**src/hw/rtl/sbr_pkg.sv**
```systemverilog
// ----------------------------------------------------------------------------
// Stack blur row filter package
// Widths, coefficient tables and the types shared by the filter modules.
// ----------------------------------------------------------------------------
package sbr_pkg;

    localparam int MAX_RADIUS   = 31;
    localparam int MIN_RADIUS   = 2;
    localparam int RESET_RADIUS = 2;

    localparam int PIX_W     = 8;
    localparam int PIX_MAX   = 2 ** PIX_W - 1;
    localparam int RADIUS_W  = $clog2(MAX_RADIUS + 1);
    localparam int RP1_W     = $clog2(MAX_RADIUS + 2);
    localparam int CNT_W     = RADIUS_W + 1;
    localparam int CNT_MAX   = 2 * MAX_RADIUS + 1;
    localparam int WIN_DEPTH = 2 ** CNT_W;

    localparam int TAB_DEPTH = 64;
    localparam int TAB_AW    = $clog2(TAB_DEPTH);
    localparam int MUL_W     = 10;
    localparam int SHR_W     = 5;

    localparam int SQ_W   = $clog2((MAX_RADIUS + 1) * (MAX_RADIUS + 1) + 1);
    localparam int SIDE_W = $clog2(PIX_MAX * (MAX_RADIUS + 1) + 1);
    localparam int SUM_W  = $clog2(PIX_MAX * (MAX_RADIUS + 1) * (MAX_RADIUS + 1) + 1);
    localparam int PROD_W = SUM_W + MUL_W;

    localparam int QUEUE_DEPTH = 4;
    localparam int QUEUE_AW    = $clog2(QUEUE_DEPTH);
    localparam int QCNT_W      = QUEUE_AW + 1;

    localparam logic [MUL_W-1:0] MUL_TAB [TAB_DEPTH] = '{
        10'd512, 10'd512, 10'd456, 10'd512, 10'd328, 10'd456, 10'd335, 10'd512,
        10'd405, 10'd328, 10'd271, 10'd456, 10'd388, 10'd335, 10'd292, 10'd512,
        10'd454, 10'd405, 10'd364, 10'd328, 10'd298, 10'd271, 10'd496, 10'd456,
        10'd420, 10'd388, 10'd360, 10'd335, 10'd312, 10'd292, 10'd273, 10'd512,
        10'd482, 10'd454, 10'd428, 10'd405, 10'd383, 10'd364, 10'd345, 10'd328,
        10'd312, 10'd298, 10'd284, 10'd271, 10'd259, 10'd496, 10'd475, 10'd456,
        10'd437, 10'd420, 10'd404, 10'd388, 10'd374, 10'd360, 10'd347, 10'd335,
        10'd323, 10'd312, 10'd302, 10'd292, 10'd282, 10'd273, 10'd265, 10'd512
    };

    localparam logic [SHR_W-1:0] SHR_TAB [TAB_DEPTH] = '{
        5'd9,  5'd11, 5'd12, 5'd13, 5'd13, 5'd14, 5'd14, 5'd15,
        5'd15, 5'd15, 5'd15, 5'd16, 5'd16, 5'd16, 5'd16, 5'd17,
        5'd17, 5'd17, 5'd17, 5'd17, 5'd17, 5'd17, 5'd18, 5'd18,
        5'd18, 5'd18, 5'd18, 5'd18, 5'd18, 5'd18, 5'd18, 5'd19,
        5'd19, 5'd19, 5'd19, 5'd19, 5'd19, 5'd19, 5'd19, 5'd19,
        5'd19, 5'd19, 5'd19, 5'd19, 5'd19, 5'd20, 5'd20, 5'd20,
        5'd20, 5'd20, 5'd20, 5'd20, 5'd20, 5'd20, 5'd20, 5'd20,
        5'd20, 5'd20, 5'd20, 5'd20, 5'd20, 5'd20, 5'd20, 5'd21
    };

    typedef struct packed {
        logic [PIX_W-1:0] pix;
        logic [CNT_W-1:0] cnt;
        logic [CNT_W-1:0] wp;
        logic             last;
    } t_cmd;

    typedef struct packed {
        logic [RADIUS_W-1:0] radius;
        logic [MUL_W-1:0]    mul;
        logic [SHR_W-1:0]    shr;
        logic [SQ_W-1:0]     sq;
        logic [RP1_W-1:0]    rp1;
    } t_cfg;

    function automatic logic [RADIUS_W-1:0] clamp_radius(input logic [RADIUS_W-1:0] value);
        logic [RADIUS_W-1:0] res;
        res = value;
        if (value < RADIUS_W'(MIN_RADIUS)) begin
            res = RADIUS_W'(MIN_RADIUS);
        end else if (value > RADIUS_W'(MAX_RADIUS)) begin
            res = RADIUS_W'(MAX_RADIUS);
        end
        return res;
    endfunction

    function automatic t_cfg make_cfg(input logic [RADIUS_W-1:0] radius);
        t_cfg             cfg;
        logic [RP1_W-1:0] rp1;
        rp1        = RP1_W'(radius) + RP1_W'(1);
        cfg.radius = radius;
        cfg.mul    = MUL_TAB[TAB_AW'(radius)];
        cfg.shr    = SHR_TAB[TAB_AW'(radius)];
        cfg.sq     = SQ_W'(rp1) * SQ_W'(rp1);
        cfg.rp1    = rp1;
        return cfg;
    endfunction

endpackage

```
**src/hw/rtl/sbr_front.sv**
```systemverilog
// ----------------------------------------------------------------------------
// Stack blur front end
// Holds the radius register, numbers the pixels of each row and forms queue
// commands.
// ----------------------------------------------------------------------------
module sbr_front (
    input  logic                         i_clk,
    input  logic                         i_rst_n,
    input  logic                         i_in_valid,
    output logic                         o_in_ready,
    input  logic [sbr_pkg::PIX_W-1:0]    i_pixel_in,
    input  logic                         i_row_end,
    input  logic                         i_cfg_valid,
    output logic                         o_cfg_ready,
    input  logic [sbr_pkg::RADIUS_W-1:0] i_blur_radius,
    input  logic                         i_q_ready,
    output logic                         o_push,
    output sbr_pkg::t_cmd                o_cmd,
    output sbr_pkg::t_cfg                o_cfg
);

    logic [sbr_pkg::CNT_W-1:0] r_cnt;
    logic [sbr_pkg::CNT_W-1:0] r_wp;
    logic [sbr_pkg::CNT_W-1:0] n_cnt;
    sbr_pkg::t_cfg             r_cfg;
    logic                      accept;

    assign o_in_ready  = i_q_ready;
    assign o_cfg_ready = 1'b1;
    assign accept      = i_in_valid && i_q_ready;
    assign o_push      = accept;
    assign o_cfg       = r_cfg;

    always_comb begin
        o_cmd.pix  = i_pixel_in;
        o_cmd.cnt  = r_cnt;
        o_cmd.wp   = r_wp;
        o_cmd.last = i_row_end;
        n_cnt      = (r_cnt == sbr_pkg::CNT_W'(sbr_pkg::CNT_MAX)) ?
                     r_cnt : r_cnt + sbr_pkg::CNT_W'(1);
    end

    always_ff @(posedge i_clk) begin
        if (!i_rst_n) begin
            r_cnt <= '0;
            r_wp  <= '0;
            r_cfg <= sbr_pkg::make_cfg(sbr_pkg::RADIUS_W'(sbr_pkg::RESET_RADIUS));
        end else if (i_cfg_valid) begin
            r_cfg <= sbr_pkg::make_cfg(sbr_pkg::clamp_radius(i_blur_radius));
            r_cnt <= '0;
            r_wp  <= '0;
        end else if (accept) begin
            if (i_row_end) begin
                r_cnt <= '0;
                r_wp  <= '0;
            end else begin
                r_cnt <= n_cnt;
                r_wp  <= r_wp + sbr_pkg::CNT_W'(1);
            end
        end
    end

endmodule

```
**src/hw/rtl/sbr_queue.sv**
```systemverilog
// ----------------------------------------------------------------------------
// Stack blur command queue
// Short first-in first-out queue between the front end and the back end.
// ----------------------------------------------------------------------------
module sbr_queue (
    input  logic          i_clk,
    input  logic          i_rst_n,
    input  logic          i_push,
    input  sbr_pkg::t_cmd i_cmd,
    output logic          o_ready,
    output logic          o_valid,
    output sbr_pkg::t_cmd o_cmd,
    input  logic          i_pop
);

    sbr_pkg::t_cmd                r_mem [sbr_pkg::QUEUE_DEPTH];
    logic [sbr_pkg::QUEUE_AW-1:0] r_wr;
    logic [sbr_pkg::QUEUE_AW-1:0] r_rd;
    logic [sbr_pkg::QCNT_W-1:0]   r_cnt;
    logic                         push_ok;
    logic                         pop_ok;

    assign o_ready = (r_cnt != sbr_pkg::QCNT_W'(sbr_pkg::QUEUE_DEPTH));
    assign o_valid = (r_cnt != '0);
    assign o_cmd   = r_mem[r_rd];
    assign push_ok = i_push && o_ready;
    assign pop_ok  = i_pop && o_valid;

    always_ff @(posedge i_clk) begin
        if (push_ok) begin
            r_mem[r_wr] <= i_cmd;
        end
    end

    always_ff @(posedge i_clk) begin
        if (!i_rst_n) begin
            r_wr  <= '0;
            r_rd  <= '0;
            r_cnt <= '0;
        end else begin
            if (push_ok) begin
                r_wr <= r_wr + sbr_pkg::QUEUE_AW'(1);
            end
            if (pop_ok) begin
                r_rd <= r_rd + sbr_pkg::QUEUE_AW'(1);
            end
            case ({push_ok, pop_ok})
                2'b10:   r_cnt <= r_cnt + sbr_pkg::QCNT_W'(1);
                2'b01:   r_cnt <= r_cnt - sbr_pkg::QCNT_W'(1);
                default: r_cnt <= r_cnt;
            endcase
        end
    end

endmodule

```
**src/hw/rtl/sbr_back.sv**
```systemverilog
// ----------------------------------------------------------------------------
// Stack blur back end
// Runs the running-sum recurrence over the pixel window, expands the row end
// flush and scales each weighted sum into an output pixel.
// ----------------------------------------------------------------------------
module sbr_back (
    input  logic                      i_clk,
    input  logic                      i_rst_n,
    input  logic                      i_q_valid,
    input  sbr_pkg::t_cmd             i_q_cmd,
    output logic                      o_q_pop,
    input  sbr_pkg::t_cfg             i_cfg,
    output logic                      o_out_valid,
    input  logic                      i_out_ready,
    output logic [sbr_pkg::PIX_W-1:0] o_pixel_out,
    output logic                      o_row_last
);

    localparam int PW = sbr_pkg::PIX_W;
    localparam int CW = sbr_pkg::CNT_W;
    localparam int RW = sbr_pkg::RADIUS_W;
    localparam int SW = sbr_pkg::SUM_W;
    localparam int DW = sbr_pkg::SIDE_W;
    localparam int XW = sbr_pkg::PROD_W;

    // Flush sequencer.
    logic [RW-1:0] r_fl;
    logic [CW-1:0] r_vn;
    logic [CW-1:0] r_vwp;
    logic [PW-1:0] r_plast;

    // Window memory.
    logic [PW-1:0] r_win [sbr_pkg::WIN_DEPTH];
    logic [PW-1:0] r_rd_old;
    logic [PW-1:0] r_rd_mid;

    // Sum stage.
    logic          r_v1;
    logic          r_first1;
    logic          r_emit1;
    logic          r_last1;
    logic          r_oldc1;
    logic [PW-1:0] r_pin1;
    logic [PW-1:0] r_p0;
    logic [SW-1:0] r_s;
    logic [DW-1:0] r_a;
    logic [DW-1:0] r_b;

    // Scale and output stages.
    logic          r_v2;
    logic [SW-1:0] r_s2;
    logic          r_last2;
    logic          r_v3;
    logic [XW-1:0] r_prod;
    logic          r_last3;
    logic          r_v4;
    logic [PW-1:0] r_pix4;
    logic          r_last4;

    logic          en;
    logic          flushing;
    logic          take;
    logic          s0_valid;
    logic [CW-1:0] s0_cnt;
    logic [CW-1:0] s0_wp;
    logic [PW-1:0] s0_pin;
    logic          s0_first;
    logic          s0_last;
    logic          s0_emit;
    logic          s0_oldc;
    logic [CW-1:0] span;
    logic [CW-1:0] addr_old;
    logic [CW-1:0] addr_mid;
    logic [CW-1:0] n_vn;
    logic [CW-1:0] n_vwp;

    logic [PW-1:0] old_pix;
    logic [PW-1:0] mid_pix;
    logic [SW-1:0] s_init;
    logic [DW-1:0] a_init;
    logic [SW-1:0] s_new;
    logic [DW-1:0] a_new;
    logic [DW-1:0] b_new;

    assign en       = !r_v4 || i_out_ready;
    assign flushing = (r_fl != '0);
    assign take     = en && !flushing && i_q_valid;
    assign o_q_pop  = take;
    assign s0_valid = flushing || i_q_valid;

    always_comb begin
        s0_cnt   = flushing ? r_vn    : i_q_cmd.cnt;
        s0_wp    = flushing ? r_vwp   : i_q_cmd.wp;
        s0_pin   = flushing ? r_plast : i_q_cmd.pix;
        s0_first = !flushing && (i_q_cmd.cnt == '0);
        s0_last  = flushing && (r_fl == RW'(1));
        span     = {i_cfg.radius, 1'b1};
        s0_emit  = (s0_cnt >= CW'(i_cfg.radius));
        s0_oldc  = (s0_cnt < span);
        addr_old = s0_wp - span;
        addr_mid = s0_wp - CW'(i_cfg.radius);
        n_vn     = (s0_cnt == CW'(sbr_pkg::CNT_MAX)) ? s0_cnt : s0_cnt + CW'(1);
        n_vwp    = s0_wp + CW'(1);
    end

    always_ff @(posedge i_clk) begin
        if (!i_rst_n) begin
            r_fl <= '0;
        end else if (take && i_q_cmd.last) begin
            r_fl <= i_cfg.radius;
        end else if (en && flushing) begin
            r_fl <= r_fl - RW'(1);
        end
    end

    always_ff @(posedge i_clk) begin
        if (take && i_q_cmd.last) begin
            r_vn    <= n_vn;
            r_vwp   <= n_vwp;
            r_plast <= i_q_cmd.pix;
        end else if (en && flushing) begin
            r_vn  <= n_vn;
            r_vwp <= n_vwp;
        end
    end

    always_ff @(posedge i_clk) begin
        if (take) begin
            r_win[s0_wp] <= i_q_cmd.pix;
        end
        if (en) begin
            r_rd_old <= r_win[addr_old];
            r_rd_mid <= r_win[addr_mid];
        end
    end

    always_comb begin
        old_pix = r_oldc1 ? r_p0 : r_rd_old;
        mid_pix = r_emit1 ? r_rd_mid : r_p0;
        s_init  = SW'(r_pin1) * SW'(i_cfg.sq);
        a_init  = DW'(r_pin1) * DW'(i_cfg.rp1);
        if (r_first1) begin
            s_new = s_init;
            a_new = a_init;
            b_new = a_init - DW'(r_pin1);
        end else begin
            s_new = r_s - SW'(r_a) + SW'(r_b) + SW'(r_pin1);
            a_new = r_a - DW'(old_pix) + DW'(mid_pix);
            b_new = r_b - DW'(mid_pix) + DW'(r_pin1);
        end
    end

    always_ff @(posedge i_clk) begin
        if (!i_rst_n) begin
            r_v1 <= 1'b0;
            r_v2 <= 1'b0;
            r_v3 <= 1'b0;
            r_v4 <= 1'b0;
        end else if (en) begin
            r_v1 <= s0_valid;
            r_v2 <= r_v1 && r_emit1;
            r_v3 <= r_v2;
            r_v4 <= r_v3;
        end
    end

    always_ff @(posedge i_clk) begin
        if (en) begin
            r_first1 <= s0_first;
            r_emit1  <= s0_emit;
            r_last1  <= s0_last;
            r_oldc1  <= s0_oldc;
            r_pin1   <= s0_pin;
            if (r_v1) begin
                r_s <= s_new;
                r_a <= a_new;
                r_b <= b_new;
                if (r_first1) begin
                    r_p0 <= r_pin1;
                end
            end
            r_s2    <= s_new;
            r_last2 <= r_last1;
            r_prod  <= XW'(r_s2) * XW'(i_cfg.mul);
            r_last3 <= r_last2;
            r_pix4  <= PW'(r_prod >> i_cfg.shr);
            r_last4 <= r_last3;
        end
    end

    assign o_out_valid = r_v4;
    assign o_pixel_out = r_pix4;
    assign o_row_last  = r_last4;

    a_first_no_emit : assert property (@(posedge i_clk) disable iff (!i_rst_n)
        r_v1 && r_first1 |-> !r_emit1)
        else $error("The first pixel of a row produced an output column.");

    a_last_emits : assert property (@(posedge i_clk) disable iff (!i_rst_n)
        r_v1 && r_last1 |-> r_emit1)
        else $error("The final flush step of a row did not produce an output.");

    a_flush_bound : assert property (@(posedge i_clk) disable iff (!i_rst_n)
        r_fl <= i_cfg.radius)
        else $error("The flush counter exceeds the blur radius.");

endmodule

```
**src/hw/rtl/stack_blur_row_filter.sv**
```systemverilog
// Column x is output after pixel x+r is transferred, via the queue, sum and scale stages.
// Throughput: one pixel per cycle unless stalled; a row end adds an r-step back end flush.
// The window memory has two read ports and one write port and sets the one-per-cycle rate.
// Reset is synchronous and active low; it clears control state and sets the radius to 2.
// The window memory is not cleared, since every read hits a pixel of the current row.
// ----------------------------------------------------------------------------
// Stack blur row filter
// Horizontal stack blur of 8-bit grayscale rows with edge replication.
// ----------------------------------------------------------------------------
module stack_blur_row_filter (
    input  logic                         i_clk,
    input  logic                         i_rst_n,
    input  logic                         i_in_valid,
    output logic                         o_in_ready,
    input  logic [sbr_pkg::PIX_W-1:0]    i_pixel_in,
    input  logic                         i_row_end,
    output logic                         o_out_valid,
    input  logic                         i_out_ready,
    output logic [sbr_pkg::PIX_W-1:0]    o_pixel_out,
    output logic                         o_row_last,
    input  logic                         i_cfg_valid,
    output logic                         o_cfg_ready,
    input  logic [sbr_pkg::RADIUS_W-1:0] i_blur_radius
);

    sbr_pkg::t_cmd push_cmd;
    sbr_pkg::t_cmd head_cmd;
    sbr_pkg::t_cfg cfg;
    logic          push;
    logic          q_ready;
    logic          q_valid;
    logic          q_pop;

    sbr_front u_front (
        .i_clk         (i_clk),
        .i_rst_n       (i_rst_n),
        .i_in_valid    (i_in_valid),
        .o_in_ready    (o_in_ready),
        .i_pixel_in    (i_pixel_in),
        .i_row_end     (i_row_end),
        .i_cfg_valid   (i_cfg_valid),
        .o_cfg_ready   (o_cfg_ready),
        .i_blur_radius (i_blur_radius),
        .i_q_ready     (q_ready),
        .o_push        (push),
        .o_cmd         (push_cmd),
        .o_cfg         (cfg)
    );

    sbr_queue u_queue (
        .i_clk   (i_clk),
        .i_rst_n (i_rst_n),
        .i_push  (push),
        .i_cmd   (push_cmd),
        .o_ready (q_ready),
        .o_valid (q_valid),
        .o_cmd   (head_cmd),
        .i_pop   (q_pop)
    );

    sbr_back u_back (
        .i_clk       (i_clk),
        .i_rst_n     (i_rst_n),
        .i_q_valid   (q_valid),
        .i_q_cmd     (head_cmd),
        .o_q_pop     (q_pop),
        .i_cfg       (cfg),
        .o_out_valid (o_out_valid),
        .i_out_ready (i_out_ready),
        .o_pixel_out (o_pixel_out),
        .o_row_last  (o_row_last)
    );

endmodule
```
**config.mk**
```make
export PLATFORM = sky130hd
export DESIGN_NAME = stack_blur_row_filter
export DESIGN_NICKNAME = d
export VERILOG_FILES = /design/src/hw/rtl/sbr_pkg.sv /design/src/hw/rtl/sbr_front.sv /design/src/hw/rtl/sbr_queue.sv /design/src/hw/rtl/sbr_back.sv /design/src/hw/rtl/stack_blur_row_filter.sv
export SDC_FILE = /design/constraint.sdc
export NUM_CORES = 2
export LEC_CHECK = 0
export BUFFER_PORTS_ARGS = -buffer_cell sky130_fd_sc_hd__buf_2
export CAP_MARGIN = 10
export CORE_MARGIN = 2
export CORE_UTILIZATION = 55
export CTS_BUF_LIST = sky130_fd_sc_hd__clkbuf_8
export DETAILED_ROUTE_END_ITERATION = 6
export PLACE_DENSITY = 0.71
export SETUP_SLACK_MARGIN = 0.05
export SLEW_MARGIN = 20
export SYNTH_ARGS = -nofsm -noshare
export SYNTH_HDL_FRONTEND = slang
export SYNTH_SLANG_ARGS = --single-unit
```
**constraint.sdc**
```tcl
create_clock -name i_clk -period 7.9 [get_ports i_clk]
set_input_delay 0.395 -clock i_clk [delete_from_list [all_inputs] [get_ports i_clk]]
set_output_delay 0.395 -clock i_clk [all_outputs]
set_load 0.005 [all_outputs]
```
==> results.sh <==
export IMPL_yosys_top_cells_area="edfxtp_1 (43%), fa_1 (9.4%), mux4_2 (8.3%), ha_1 (5.7%), nand2_1 (4.2%)"
export IMPL_critPathTopFamily="buffers and inverters"
export IMPL_critical_path_max_stage_delay_ps=840
export IMPL_grt_overflow=0
export IMPL_synthMuxAreaShare_pct=12.76
export IMPL_synthCells=4477
export IMPL_min_period_ps=6112
export IMPL_die_area_sq_um=98240
export IMPL_cts_sinks=818
export IMPL_hold_class="in2reg"
export IMPL_avgRoutedWirePerCell_um=24.31
export IMPL_cpMaxStageDelayCell="mux4_4"
export IMPL_worst_pin_slew_ps=1294
export IMPL_core_sq_um=95010
export IMPL_syn_avg_cell_area_sq_um=11.76
export IMPL_netlist_area_leader_share_pct=42.94
export IMPL_viasPerCell=6.299
export IMPL_synthSimpleGateAreaFrac_pct=10.03
export IMPL_yosys_most_used_dff="edfxtp_1"
export IMPL_clk_pin_slew_ps=60
export IMPL_die_y_um=313.4
export IMPL_initial_utilization_pct=55.42
export IMPL_post_cts_buffers=0
export IMPL_multi_input_area_sq_um=26340
export IMPL_cp_required_ps=8610
export IMPL_arrival_ps=6820
export IMPL_synthesis_area_sq_um=52660
export IMPL_wl_um=142200
export IMPL_outcome="complete, no violations"
export IMPL_ys_ff_latch=818
export IMPL_grt_use_total_pct=29.11
export IMPL_cts_buffers=139
export IMPL_synth_edf_count=753
export IMPL_yosysMostFrequentCell="edfxtp_1"
export IMPL_maxSlewViolCount=0
export IMPL_htreeDepth=4
export IMPL_setup_viol=0
export IMPL_die_w_um=313.4
export IMPL_rsz0062_at_grt="false"
export IMPL_area_delta_synth_final_pct=7.929
export IMPL_clockRootBuffer="clkbuf_8"
export IMPL_cts_tree="built"
export IMPL_cts_buffer_depth=3
export IMPL_skew_ps=40.75
export IMPL_cp_common_cell="buf_4"
export IMPL_cts_resized=0
export IMPL_fmax_mhz=163.6
export IMPL_cp_buffers_inverters=5
export IMPL_dp_hpwl_um=98020
export IMPL_synthDistinctLibCells=76
export IMPL_synth_compound_area_share_pct=9.732
export IMPL_setup_worst_path_start_class="flip-flop"
export IMPL_placed_cell_area_sq_um=54060
export IMPL_gp_congestion=0.9551
export IMPL_totalNegativeSetupSlack_ps=0
export IMPL_yosysSeqAreaShare_pct=45.41
export IMPL_drive_above_1_share_pct=11.96
export IMPL_ant_nets=0
export IMPL_max_cap_violations=0
export IMPL_fin_nets=4977
export IMPL_num_rows=113
export IMPL_port_buffers=29
export IMPL_ctsHoldBuffers=11
export IMPL_fin_crit_sh_pct=77.37
export IMPL_num_vias=36850
export IMPL_synth_top_family_by_area="adder cells"
export IMPL_cp_max_fo=44
export IMPL_final_area_sq_um=56830
export IMPL_post_synth_fa_ha_maj_area_fraction_pct=15.03
export IMPL_grt_start_max_net_pins=82
export IMPL_yosys_warnings=0
export IMPL_dr_pass1_iters=7
export IMPL_drc=0
export IMPL_drt_iter0_drc=4507
export IMPL_seq_area_sq_um=23910
export IMPL_finalHoldViolCount=0
export IMPL_slew_headroom_pct=11.49
export IMPL_grt_pass1_wl_um=217100
export IMPL_antenna_found_initial=2
export IMPL_path_class="reg2reg"
export IMPL_netlist_top_cell_by_area="edfxtp_1"
export IMPL_synth_xor_area_share_pct=2.162
export IMPL_worstSetupEndpointType="flip-flop"
export IMPL_worstSkewPairLatency_ps=830
export IMPL_async_flop_share_pct=0
export IMPL_grt_pass1_vias=36160
export IMPL_num_fill_cells=7588
export IMPL_ios=31
export IMPL_cp_cell_sequence="buf_4 -> mux4_4 -> nand2_1 -> buf_4 -> and2_2 -> buf_4 -> fa_2 -> buf_4 -> and2_2 -> buf_4 -> a32o_1 -> nor3_1 -> o21ai_0 -> a311oi_1 -> a211o_1"
export IMPL_synth_common_cells="edfxtp_1 (753), nand2_1 (594), inv_1 (394)"
## flip-flops by register name (all words and copies together) (netlist names), 13 cells and up, named ones only
name and cells:
u_back.r_a 13, u_back.r_b 13, u_back.r_prod 28, u_back.r_s 18, u_back.r_s2 18, u_back.r_win 512, u_front.o_cfg 35, u_queue.r_mem 84
## cells by family after synthesis
family	count (synthesis)
buffers and inverters	657
multiplexers	426
AND/OR/NAND/NOR	1175
XOR/XNOR	130
other	2
flip-flops	818
adder cells (fa/ha/maj)	485
AO/OA/AOI/OAI	784
## tightest hold or removal path, cell delays in order
cell and delay, ps:
buf_2 150, nand2_1 90, or3_1 130, a31oi_1 80
## path summary, 6_finish.rpt
check | start | to | slack (ps) | depth (start not counted)
setup / recovery | flip-flop | u_back.r_rd_old[4] | 1790 | 15
setup reg to reg | flip-flop | u_back.r_rd_old[4] | 1790 | 15
hold / removal | i_blur_radius[1] | u_front.o_cfg[31] | 80 | 4
hold reg to reg | u_back.r_last2 | u_back.r_last3 | 420 | 0
## placed cells by master (no fill, tap or decap), types with 13 or more instances in the layout
cell type / synthesis / layout
a2111oi_0: 15 / 14
a211oi_1: 29 / 29
a21o_1: 28 / 28
a21oi_1: 203 / 203
a31oi_1: 17 / 17
a32o_1: 32 / 32
a32oi_1: 31 / 31
and2_1: 151 / 148
and3_1: 17 / 17
buf_2: 29 / 29
buf_4: 7 / 70
clkbuf_8: 0 / 143
clkinv_1: 1 / 29
clkinv_2: 0 / 23
dfxtp_1: 65 / 65
edfxtp_1: 753 / 753
fa_1: 246 / 244
ha_1: 239 / 238
inv_1: 394 / 432
mux2_2: 31 / 31
mux2i_1: 202 / 202
mux4_2: 193 / 192
nand2_1: 594 / 594
nand2b_1: 27 / 27
nand3_1: 39 / 38
nor2_1: 215 / 212
nor2b_1: 29 / 29
nor3_1: 37 / 34
o211ai_1: 35 / 35
o21a_1: 13 / 13
o21ai_0: 149 / 149
o21bai_1: 15 / 15
o221ai_1: 16 / 16
o22ai_1: 101 / 101
o31ai_1: 25 / 25
or3_1: 19 / 18
xnor2_1: 88 / 85
xor2_1: 42 / 41
## metrics by stage
stage / util (%) / std cells / worst slack [ps] / hold WS (ps)
2_1_floorplan: - / 4480 / 2398 / 400.3
3_5_place_dp: 56.89 / 5586 / 1917 / 405.4
4_1_cts: 59.81 / 5848 / 1867 / 4.359
5_1_grt: 59.82 / 5849 / 1589 / 64.26
6_report: 59.82 / 5850 / 1788 / 76.55
3_3_place_gp: 56.88 / 5586 / 2013 / 401.7
## cell type report
type                       count  area share (%)
sequential                   818           42.07
inverter                     396           2.629
multi-input combinational   3005           46.34
antenna                        2        0.008806
clock buffer                 143           3.463
timing repair buffer         113           1.479
tap                         1265           2.785
clock inverter               108           1.217
## metal layers
| metal | GRT usage, % | share of wire, % | vias up |
|---|---|---|---|
| met3 | 5.647 | 9.6 | 435 |
| met2 | 46.32 | 47 | 2110 |
| met5 | 0 | 0 | - |
| met1 | 38.31 | 38 | 18090 |
| met4 | 15.01 | 5.3 | 0 |
| li1 | - | - | 16220 |
Power is not shown: default switching activity piles up to over one toggle a cycle in this logic, so the estimate is an artifact.
